$ cat config.mk
export PLATFORM = sky130hd
export DESIGN_NAME = rolling_hash_chunker_unit
export DESIGN_NICKNAME = d
export VERILOG_FILES = /design/src/rtl/core/rhc_pkg.sv /design/src/rtl/core/rolling_hash_chunker_unit.sv
export VERILOG_INCLUDE_DIRS = /design/src /design/src/rtl/core
export SDC_FILE = /design/constraint.sdc
export NUM_CORES = 2
export LEC_CHECK = 0
export BUFFER_PORTS_ARGS = -buffer_cell sky130_fd_sc_hd__buf_2
export CELL_PAD_IN_SITES_DETAIL_PLACEMENT = 1
export CELL_PAD_IN_SITES_GLOBAL_PLACEMENT = 2
export CORE_AREA = 5 5 421 526
export CTS_BUF_LIST = sky130_fd_sc_hd__clkbuf_8 sky130_fd_sc_hd__clkbuf_16
export DETAILED_ROUTE_END_ITERATION = 6
export DIE_AREA = 0 0 426 531
export GPL_TIMING_DRIVEN = 0
export PLACE_DENSITY_LB_ADDON = 0.1
export SLEW_MARGIN = 10
export SYNTH_ARGS = -nofsm -noshare
export SYNTH_HDL_FRONTEND = slang
export SYNTH_SLANG_ARGS = --single-unit
export TNS_END_PERCENT = 10
$ cat constraint.sdc
create_clock -name aclk -period 12.4 [get_ports aclk]
set_input_delay 1.24 -clock aclk [delete_from_list [all_inputs] [get_ports aclk]]
set_output_delay 1.24 -clock aclk [all_outputs]
set_load 0.02 [all_outputs]
$ cat src/rtl/core/assert_macros.svh
// Assertion helpers shared by the RTL. All checks run on the rising edge of aclk
// and are switched off while aresetn is low.
`ifndef ASSERT_MACROS_SVH
`define ASSERT_MACROS_SVH

`define ASSERT_CLKD(label, prop, msg) \
    label: assert property (@(posedge aclk) disable iff (!aresetn) prop) else $error(msg);

`define ASSERT_NEVER(label, cond, msg) \
    `ASSERT_CLKD(label, !(cond), msg)

`endif

$ cat src/rtl/core/rhc_pkg.sv
package rhc_pkg;

    localparam int WINDOW_MAX = 64;
    localparam int WIN_AW     = $clog2(WINDOW_MAX);
    localparam int EFF_W      = $clog2(WINDOW_MAX + 1);

    localparam logic [2:0] CFG_WINDOW_SIZE = 3'd0;
    localparam logic [2:0] CFG_PRIME       = 3'd1;
    localparam logic [2:0] CFG_MIN_CHUNK   = 3'd2;
    localparam logic [2:0] CFG_MAX_CHUNK   = 3'd3;
    localparam logic [2:0] CFG_AVG_DIVISOR = 3'd4;

    localparam logic [6:0]  RST_WINDOW_SIZE = 7'd31;
    localparam logic [31:0] RST_PRIME       = 32'd3;
    localparam logic [15:0] RST_MIN_CHUNK   = 16'd2048;
    localparam logic [15:0] RST_MAX_CHUNK   = 16'd16384;
    localparam logic [15:0] RST_AVG_DIVISOR = 16'd4096;

    localparam logic OP_DATA  = 1'b0;
    localparam logic OP_FLUSH = 1'b1;

    localparam logic [15:0] CHUNK_FULL = 16'hFFFF;

    typedef enum logic [2:0] {
        S_IDLE,
        S_MUL,
        S_DIV,
        S_OUT,
        S_POW
    } state_t;

    function automatic logic [EFF_W-1:0] eff_window(input logic [6:0] ws);
        int unsigned w;
        w = 32'(ws);
        if (w < 1) w = 1;
        if (w > WINDOW_MAX) w = WINDOW_MAX;
        return EFF_W'(w);
    endfunction

endpackage

$ cat src/rtl/core/rolling_hash_chunker_unit.sv
// Channel   Direction  Handshake          Payload
// s_        in         s_valid / s_ready  s_opcode, s_data_byte
// m_        out        m_valid / m_ready  m_out_byte, m_chunk_end, m_chunk_length,
//                                         m_fingerprint, m_from_flush
// cfg_      in         cfg_wr_en          cfg_index, cfg_wr_data
//
// A data item is accepted and the window memory read, then takes eight steps of the shared
// 32x32 multiplier and 64 steps of the bit-serial remainder unit, and then loads the
// output register. A flush item goes from acceptance straight to the output step.
// After reset, and after every write of window_size or prime, the window power is rebuilt
// one window byte at a time, with s_ready low.
// A finished result waits in the output register while the next item is taken; the block
// holds in its output step only when a new result is ready before the last one is taken.
`include "assert_macros.svh"

module rolling_hash_chunker_unit
    import rhc_pkg::*;
(
    input  logic        aclk,
    input  logic        aresetn,
    input  logic        s_valid,
    output logic        s_ready,
    input  logic        s_opcode,
    input  logic [7:0]  s_data_byte,
    output logic        m_valid,
    input  logic        m_ready,
    output logic [7:0]  m_out_byte,
    output logic        m_chunk_end,
    output logic [15:0] m_chunk_length,
    output logic [63:0] m_fingerprint,
    output logic        m_from_flush,
    input  logic        cfg_wr_en,
    input  logic [2:0]  cfg_index,
    input  logic [31:0] cfg_wr_data
);

    state_t state_reg, state_next;
    logic [5:0]  step_reg;
    logic [EFF_W-1:0] pow_cnt_reg;
    logic [63:0] mult_reg;

    logic [6:0]  window_size_reg;
    logic [31:0] prime_reg;
    logic [15:0] min_chunk_reg;
    logic [15:0] max_chunk_reg;
    logic [15:0] avg_divisor_reg;

    logic [7:0]  win_mem [WINDOW_MAX];
    logic [7:0]  rd_data_reg;
    logic [WINDOW_MAX-1:0] win_vld_reg;
    logic [WIN_AW-1:0] pos_reg;
    logic [63:0] csum_reg;
    logic [63:0] hash_reg;
    logic [15:0] count_reg;

    logic [7:0]  byte_reg;
    logic        flush_reg;
    logic        old_vld_reg;
    logic [63:0] prod_reg;
    logic [15:0] rem_reg;

    logic        m_valid_reg;
    logic [7:0]  out_byte_reg;
    logic        chunk_end_reg;
    logic [15:0] chunk_length_reg;
    logic [63:0] fingerprint_reg;
    logic        from_flush_reg;

    logic [EFF_W-1:0] eff_win;
    logic [EFF_W-1:0] pos_inc;
    logic        pow_restart;
    logic        accept;
    logic        out_load;
    logic        flush_clear;
    logic        cut;
    logic [7:0]  old_byte;
    logic [63:0] c_ext;
    logic [31:0] mul_a, mul_b;
    logic [16:0] div_trial;

    assign eff_win     = eff_window(window_size_reg);
    assign pos_inc     = EFF_W'(pos_reg) + EFF_W'(1);
    assign pow_restart = cfg_wr_en && (cfg_index == CFG_WINDOW_SIZE || cfg_index == CFG_PRIME);
    assign old_byte    = old_vld_reg ? rd_data_reg : 8'd0;
    assign c_ext       = {{56{byte_reg[7]}}, byte_reg};
    assign div_trial   = {rem_reg, csum_reg[~step_reg]};
    assign cut = ((count_reg >= min_chunk_reg) &&
                  ((count_reg == max_chunk_reg) ||
                   (avg_divisor_reg != 16'd0 && {16'd0, rem_reg} == prime_reg))) ||
                 (count_reg == CHUNK_FULL);

    always_comb begin
        state_next = state_reg;
        case (state_reg)
            S_IDLE: begin
                if (s_valid) begin
                    state_next = (s_opcode == OP_FLUSH) ? S_OUT : S_MUL;
                end
            end
            S_MUL: begin
                if (step_reg == 6'd7) state_next = S_DIV;
            end
            S_DIV: begin
                if (step_reg == 6'd63) state_next = S_OUT;
            end
            S_OUT: begin
                if ((flush_reg && count_reg == 16'd0) || !m_valid_reg || m_ready) begin
                    state_next = S_IDLE;
                end
            end
            S_POW: begin
                if (step_reg == 6'd0 && pow_cnt_reg == eff_win) state_next = S_IDLE;
            end
            default: state_next = S_IDLE;
        endcase
        if (pow_restart) state_next = S_POW;
    end

    always_comb begin
        s_ready     = 1'b0;
        out_load    = 1'b0;
        flush_clear = 1'b0;
        mul_a       = 32'd0;
        mul_b       = 32'd0;
        case (state_reg)
            S_IDLE: s_ready = 1'b1;
            S_MUL: begin
                case (step_reg)
                    6'd0: begin mul_a = hash_reg[31:0];  mul_b = prime_reg; end
                    6'd1: begin mul_a = hash_reg[63:32]; mul_b = prime_reg; end
                    6'd2: begin mul_a = csum_reg[31:0];  mul_b = prime_reg; end
                    6'd3: begin mul_a = csum_reg[63:32]; mul_b = prime_reg; end
                    6'd4: begin mul_a = mult_reg[31:0];  mul_b = {24'd0, old_byte}; end
                    6'd5: begin mul_a = mult_reg[63:32]; mul_b = {24'd0, old_byte}; end
                    default: begin mul_a = 32'd0; mul_b = 32'd0; end
                endcase
            end
            S_OUT: begin
                out_load = !(flush_reg && count_reg == 16'd0) && (!m_valid_reg || m_ready);
                flush_clear = flush_reg && (count_reg == 16'd0 || !m_valid_reg || m_ready);
            end
            S_POW: begin
                case (step_reg)
                    6'd0: begin mul_a = mult_reg[31:0];  mul_b = prime_reg; end
                    6'd1: begin mul_a = mult_reg[63:32]; mul_b = prime_reg; end
                    default: begin mul_a = 32'd0; mul_b = 32'd0; end
                endcase
            end
            default: s_ready = 1'b0;
        endcase
    end

    assign accept = s_valid && s_ready;

    always_ff @(posedge aclk) begin
        if (accept && s_opcode == OP_DATA) begin
            rd_data_reg <= win_mem[pos_reg];
        end
        if (state_reg == S_MUL && step_reg == 6'd0) begin
            win_mem[pos_reg] <= byte_reg;
        end
    end

    always_ff @(posedge aclk) begin
        prod_reg <= {32'd0, mul_a} * {32'd0, mul_b};
        if (accept) begin
            byte_reg    <= s_data_byte;
            flush_reg   <= (s_opcode == OP_FLUSH);
            old_vld_reg <= win_vld_reg[pos_reg];
        end
        if (state_reg == S_MUL) begin
            rem_reg <= 16'd0;
        end else if (state_reg == S_DIV) begin
            if (div_trial >= {1'b0, avg_divisor_reg}) begin
                rem_reg <= 16'(div_trial - {1'b0, avg_divisor_reg});
            end else begin
                rem_reg <= div_trial[15:0];
            end
        end
        if (out_load) begin
            out_byte_reg     <= flush_reg ? 8'd0 : byte_reg;
            chunk_end_reg    <= flush_reg ? 1'b1 : cut;
            chunk_length_reg <= count_reg;
            fingerprint_reg  <= hash_reg;
            from_flush_reg   <= flush_reg;
        end
    end

    always_ff @(posedge aclk) begin
        if (!aresetn) begin
            state_reg       <= S_POW;
            step_reg        <= 6'd0;
            pow_cnt_reg     <= '0;
            mult_reg        <= 64'd1;
            window_size_reg <= RST_WINDOW_SIZE;
            prime_reg       <= RST_PRIME;
            min_chunk_reg   <= RST_MIN_CHUNK;
            max_chunk_reg   <= RST_MAX_CHUNK;
            avg_divisor_reg <= RST_AVG_DIVISOR;
            win_vld_reg     <= '0;
            pos_reg         <= '0;
            csum_reg        <= 64'd0;
            hash_reg        <= 64'd0;
            count_reg       <= 16'd0;
            m_valid_reg     <= 1'b0;
        end else begin
            state_reg <= state_next;
            if (pow_restart || state_next != state_reg) begin
                step_reg <= 6'd0;
            end else if (state_reg == S_POW && step_reg == 6'd2) begin
                step_reg <= 6'd0;
            end else begin
                step_reg <= step_reg + 6'd1;
            end

            if (cfg_wr_en) begin
                case (cfg_index)
                    CFG_WINDOW_SIZE: window_size_reg <= cfg_wr_data[6:0];
                    CFG_PRIME:       prime_reg       <= cfg_wr_data;
                    CFG_MIN_CHUNK:   min_chunk_reg   <= cfg_wr_data[15:0];
                    CFG_MAX_CHUNK:   max_chunk_reg   <= cfg_wr_data[15:0];
                    CFG_AVG_DIVISOR: avg_divisor_reg <= cfg_wr_data[15:0];
                    default: ;
                endcase
            end

            if (pow_restart) begin
                mult_reg    <= 64'd1;
                pow_cnt_reg <= '0;
            end else if (state_reg == S_POW) begin
                case (step_reg)
                    6'd1: mult_reg <= prod_reg;
                    6'd2: begin
                        mult_reg    <= mult_reg + {prod_reg[31:0], 32'd0};
                        pow_cnt_reg <= pow_cnt_reg + EFF_W'(1);
                    end
                    default: ;
                endcase
            end

            if (state_reg == S_MUL) begin
                case (step_reg)
                    6'd0: begin
                        win_vld_reg[pos_reg] <= 1'b1;
                        pos_reg   <= (pos_inc >= eff_win) ? '0 : WIN_AW'(pos_inc);
                        count_reg <= count_reg + 16'd1;
                    end
                    6'd1: hash_reg <= prod_reg + c_ext;
                    6'd2: hash_reg <= hash_reg + {prod_reg[31:0], 32'd0};
                    6'd3: csum_reg <= prod_reg + c_ext;
                    6'd4: csum_reg <= csum_reg + {prod_reg[31:0], 32'd0};
                    6'd5: csum_reg <= csum_reg - prod_reg;
                    6'd6: csum_reg <= csum_reg - {prod_reg[31:0], 32'd0};
                    6'd7: csum_reg <= csum_reg + (old_byte[7] ? {mult_reg[55:0], 8'd0} : 64'd0);
                    default: ;
                endcase
            end

            if (flush_clear) begin
                win_vld_reg <= '0;
                pos_reg     <= '0;
                csum_reg    <= 64'd0;
                hash_reg    <= 64'd0;
                count_reg   <= 16'd0;
            end else if (out_load && cut) begin
                hash_reg  <= 64'd0;
                count_reg <= 16'd0;
            end

            if (out_load) begin
                m_valid_reg <= 1'b1;
            end else if (m_ready) begin
                m_valid_reg <= 1'b0;
            end
        end
    end

    assign m_valid        = m_valid_reg;
    assign m_out_byte     = out_byte_reg;
    assign m_chunk_end    = chunk_end_reg;
    assign m_chunk_length = chunk_length_reg;
    assign m_fingerprint  = fingerprint_reg;
    assign m_from_flush   = from_flush_reg;

    `ASSERT_NEVER(a_count_below_full, state_reg == S_IDLE && count_reg == CHUNK_FULL, "full chunk left open")
    `ASSERT_CLKD(a_valid_from_out, $rose(m_valid) |-> $past(state_reg == S_OUT), "result outside output step")
    `ASSERT_CLKD(a_accept_starts, s_valid && s_ready && !cfg_wr_en |=> state_reg == S_MUL || state_reg == S_OUT, "accepted item not started")

endmodule
## Word level (Yosys, flattened, before mapping)

Memories as Yosys holds them, arrays and structs flattened. A register that Yosys moved wholly into a read port is not among the register bits.
Index checks and enable logic that the tools add are counted.

- Bits in registers: 562
- Memory bits (writable): 512
- Input port bits: 49
- Output and inout bits: 92
- Logic and storage cells: 157
- Memories kept: 1

- Add/sub/neg operators: 12
- Multiply operators: 1
- Magnitude comparators: 8
- Eq/ne operators: 21
- Multiplexer cells: 36
- Bitwise logic cells: 4
- Reductions and logical operators: 49

Memories:

| memory | depth | bits a word | rd ports | clocked after Yosys merged registers in | write ports | RTL line | source |
|---|---|---|---|---|---|---|---|
| win_mem | 64 | 8 | 1 | 1 | 1 | rolling_hash_chunker_unit.sv:48 | `logic [7:0] win_mem [WINDOW_MAX];` |

Operator list:

| cell | number |
|---|---|
| $add 64x64->64 | 5 |
| $pmux 64 s5 | 1 |
| $pmux 32 s2 | 4 |
| $pmux 64 s2 | 2 |
| $pmux 32 s6 | 1 |
| $sub 64x64->64 | 2 |
| $mul 32x32->64 | 1 |
| $mux 64 | 1 |
| $or 64x64->64 | 1 |
| $eq 16x32->1 | 1 |
| $gt 32x7->1 const B | 1 |
| $mux 32 | 1 |
| $eq 6x3->1 const B | 4 |
| $reduce_and 2->1 | 10 |
| $mux 3 | 6 |
| $ge 17x16->1 | 1 |
| $add 16x1->16 const B | 1 |
| $eq 16x16->1 | 1 |
| $eq 16x16->1 const B | 1 |
| $ge 16x16->1 | 1 |
| $logic_not 16->1 | 1 |
| $mux 16 | 1 |
| $reduce_bool 16->1 | 1 |
| $sub 16x16->16 | 1 |
| 35 further kinds | 81 |

## Longest topological paths before layout

- Depth in word-level cells: 12
- Depth in mapped cells: 41
- Gate-level depth less buffers: 34

## Least setup slack after synthesis

No wires, ideal clock.

- Path type: reg-to-reg
- From: register step_reg[0]
- To: register prod_reg[63]
- Library setup time: 0.123 ns
- Data arrival time: 9.879 ns
- Data required time: 12.277 ns
- Slack: 2.398 ns
- Cell stages (with the launch flop): 37
- Buffers on the path: 6
- Clock period less this slack: 10.002 ns
- Path through: dfxtp_1 > clkbuf_1 > clkbuf_1 > inv_1 > ha_1 > and2_1 > buf_2 > o21ai_0 > nand2_1 > clkbuf_1 > a22oi_1 > clkbuf_1 > nor2_1 > fa_1 > fa_1 > fa_1 > inv_1 > fa_1 > inv_1 > fa_1 > inv_1 > fa_1 > inv_1 > fa_1 > fa_1 > ha_1 > clkbuf_1 > and4_1 > and3_1 > o21ai_0 > nand2_1 > a211oi_1 > o21ba_2 > o31ai_1 > a2111oi_0 > o31ai_1 > xnor2_1

- Longest elaborated chain between the ends: 5
- Elaborated cells between the ends (all ways): 16
- Those cells by class: 1 x mul; 5 x eq/ne; 6 x mux; 4 x reduce/logical

Ends and longest elaborated chain:

| element | RTL line | source |
|---|---|---|
| start: declaration | rolling_hash_chunker_unit.sv:38 | `logic [5:0] step_reg;` |
| start signal: assignment | rolling_hash_chunker_unit.sv:213 | `step_reg <= step_reg + 6'd1;` |
| $eq 6x2->1 (tied with other cells) | rolling_hash_chunker_unit.sv:128 | `case (step_reg)` |
| $reduce_or 4->1 (no source line) or $reduce_or 2->1 (tied branches) | n/a |  |
| $pmux 32 s2 or $mux 32 (tied branches) | rolling_hash_chunker_unit.sv:128, rolling_hash_chunker_unit.sv:143 |  |
| $pmux 32 s2 | rolling_hash_chunker_unit.sv:125 | `case (state_reg)` |
| $mul 32x32->64 * | rolling_hash_chunker_unit.sv:165 | `prod_reg <= {32'd0, mul_a} * {32'd0, mul_b};` |
| end signal: assignment | rolling_hash_chunker_unit.sv:165 |  |
| end: declaration | rolling_hash_chunker_unit.sv:59 | `logic [63:0] prod_reg;` |

Every way passes the cells marked *; elsewhere a longest branch is shown, timed or not.
A chain may end at the register's enable or synchronous reset.

## Worst setup path after layout

Same ends and word-level chain as after synthesis.

==> results.yml <==
run_status:
  status: "complete, but fails checks"
  violations: "capacitance limit, slew limit"
floorplanning:
  io_pins: 141
  die_area_um2: 226000
  fp.dieH_um: 531
  core_um2: 216000
  rows: 191
  initial_core_util_pct: 41.7
  die_w_um: 426
clocking:
  clock_sinks: 1082
  ctsLongestPathBuffers: 3
  cts_root_buf: "clkbuf_16"
  clk_pin_slew_ns: 0.06
  htreeDepth: 3
  clock_latency_ns: 0.81
  cts_tree: "done"
  numCtsBuffers: 114
timing:
  worstMarginPinSlew_ns: 1.52
  finClkSkew_ns: 0.142
  whs_ns: 0.468
  finalMaxSlewViolations: 15
  fin_crit_ns: 12.34
  timing.final.ws_setup_ns: 0.0585
  slew_headroom_pct: -1.71
  rsz0062_at_grt: "yes"
  max_freq_ghz: 0.0810
  setup-violations-final: 0
  hold_viol: 0
  period_share_pct: 99.5
worst_setup_path:
  critical_path_class: "reg2reg"
  path_common_cell: "fa_1"
  cpPeakStageDelay_ns: 0.90
  required_ns: 13.06
  cp_max_fo: 10
  worst_ep_arrival_time_ns: 13.00
  slowest_stage: "buf_1"
  cp-end-kind: "register"
  worst_setup_path_start_kind: "register"
global_routing:
  grt_busiest_layer: "met2"
  antenna_found_initial: 44
  overflow: 0
  grt_max_degree: 70
  met3_usage_pct: 8.43
  grt_pass1_vias: 83500
  grtUsageMet1_pct: 48.9
  grt_usage_pct: 39.6
  grt_pass1_wl_mm: 632
  grt_use_met2_pct: 63.4
layout:
  finalNetCount: 11500
  drive_gt1_share_pct: 6.12
  largest_reg_flops: 512
  final_cells: 13000
  syn_to_final_growth_pct: 10.6
  top_register: "win_mem"
logic_synthesis:
  synth_edf_count: 620
  synthXorXnorAreaFrac_pct: 4.02
  synthFlopType: "edfxtp_1"
  synth_seq_cells: 1082
  syn_area_um2: 90100
  synth_top_family_by_area: "adder cells"
  avgSynthCellArea_um2: 9.24
  synth.mux.area_fraction_pct: 0.760
  ys.warnings.count: 0
  synthArstFlopShare_pct: 0
  yosysSeqAreaShare_pct: 30.9
  synth_compound_area_share_pct: 15.3
  synthAdderAreaFrac_pct: 27.4
  synth_cell_type_count: 80
  syn_inst: 9742
  syn_nets: 11200
  synth_simple_gate_area_share_pct: 14.7
drt:
  drt_wl_total_mm: 456
  firstDrtPassIters: 6
  ant_nets: 0
  drtIter0Drc: 8285
  drc: 0
  vias: 80900
  vias_per_cell: 6.20
  post_drt_wl_per_cell_um: 35.0
place:
  place_ws_ns: -1.78
  hpwl_mm: 369
  dpl.cell_count: 12800
  port_buffers: 139
  globalplace.congestion: 1.03
power:
  powerDensity_nw_per_um2: 116
  vdd_drop_max_v: 0.000133
  power.leakage_nw: 41.3
flow_run:
  drv_cap: 2
hold_path:
  hp-class: "reg2reg"
routing by layer:
metal  vias to the layer above  wire length, um
met3                      1191            39800
met1                     42000           173000
li1                      33700                -
met2                      3936           208000
met4                        26            35600
met5                         -              220
cell type report:
type / count / area, um2
antenna: 29 / 72.6
buffer: 563 / 2280
clock buffer: 127 / 3050
clock inverter: 90 / 848
fill: 25000 / 116000
inverter: 1053 / 3960
multi-input combinational: 7020 / 56400
sequential: 1082 / 27900
tap: 2895 / 3620
timing repair buffer: 187 / 1450
critical path, delay by kind of cell, from the launching register on:
kind	cells	cell delay, ns
buffers and inverters	8	3.06
flip-flops	1	0.38
adder cells (fa/ha/maj)	10	4.67
XOR/XNOR	1	0.15
AO/OA/AOI/OAI	7	2.76
AND/OR/NAND/NOR	5	1.14
cells in the final DEF, fill, tap and decap left out, types with 34 or more instances in the layout:
cell and instances:
a22oi_1 275, dfxtp_1 456, o21bai_1 46, buf_2 152, xor2_1 198, clkbuf_2 86
inv_1 1077, fa_1 902, nand2b_1 38, a21boi_0 84, nor3_1 119, edfxtp_1 620
a221oi_1 122, a211oi_1 68, o211ai_1 47, a31oi_1 89, a21o_1 159, o21a_1 41
a22o_1 67, xnor2_1 215, a21oi_1 462, ha_1 530, or3_1 34, nand2_1 1185
nor4_1 47, clkbuf_1 434, nand3_1 168, and2_1 48, nand4_1 104, nor2b_1 57
and3_1 37, clkbuf_16 116, o21ai_0 333, nor2_1 1125
cells in the mapped netlist, types with 21 or more instances:
cell type	number	area, um2
a31oi_1	89	557
o22a_1	33	289
buf_1	36	135
o22ai_1	40	250
a21oi_1	464	2320
nor2b_1	57	357
a22o_1	67	587
or3_1	34	213
xnor2_1	215	1880
nand2b_1	38	238
fa_1	902	18100
nand3_1	168	841
a21o_1	159	1190
clkbuf_1	542	2030
o21bai_1	46	345
o21a_1	42	315
nor2_1	1128	4230
nand4_1	104	651
edfxtp_1	620	18600
o31ai_1	23	173
a211oi_1	69	518
a21boi_0	84	631
nor3_1	122	611
dfxtp_1	462	9250
nor4_1	52	325
xor2_1	198	1730
inv_1	1053	3950
a221oi_1	127	1110
and2_1	49	307
and3_1	37	231
mux4_2	21	473
ha_1	530	6630
a22oi_1	282	2120
o21ai_0	335	1680
nand2_1	1188	4460
o211ai_1	47	353
per-stage QoR:
| stage | TNS, ns | total power (W) | util, % | instance area, um2 |
|---|---|---|---|---|
| after detailed placement | -37.36 | 0.00782 | 44.1 | 95300 |
| after CTS | 0 | 0.0114 | 46.0 | 99400 |
| after global placement | -56.21 | 0.00778 | 43.7 | 94400 |
| after floorplan | 0 | 0.00621 | - | 90100 |
| final | 0 | 0.0115 | 46.1 | 99600 |
| after global routing | -0.400 | 0.0118 | 46.1 | 99500 |
power by group:
group	leakage (nW)	total, W	internal, W	switching [W]
Clock	1.98	0.00359	0.00198	0.00161
Sequential	9.21	0.00414	0.00381	0.000330
Combinational	30.1	0.00379	0.00110	0.00269
repair_timing:
| action | 4_1_cts | 5_1_grt |
|---|---|---|
| hold buffers | 0 | 0 |
| setup endpoints to repair | 43 | 19 |
| gates resized for setup | 90 | 129 |
| buffers inserted | 0 | 1 |
| pin swaps | 0 | 1 |
| cloned | 0 | 0 |
worst paths after layout:
kind	from	endpoint	slack, ns	cells past startpoint
min reg2reg	min_chunk_reg[5]	min_chunk_reg[5]	0.47	2
max reg2reg	step_reg[0]	prod_reg[63]	0.06	31
max	step_reg[0]	prod_reg[63]	0.06	31
min	min_chunk_reg[5]	min_chunk_reg[5]	0.47	2
logic make-up (layout without fill, tap and decap cells):
| kind of cell | count (synthesis) | after routing |
|---|---|---|
| and+or+nand+nor | 3080 | 3080 |
| buffers and inverters | 1640 | 2020 |
| muxes | 42 | 42 |
| DFF | 1082 | 1082 |
| AOI/OAI and AO/OA | 2053 | 2053 |
| adders and majority gates | 1432 | 1432 |
| xor gates and xnor gates | 413 | 413 |
| other | 0 | 29 |
No activity file was read; power rests on OpenSTA's default activity.
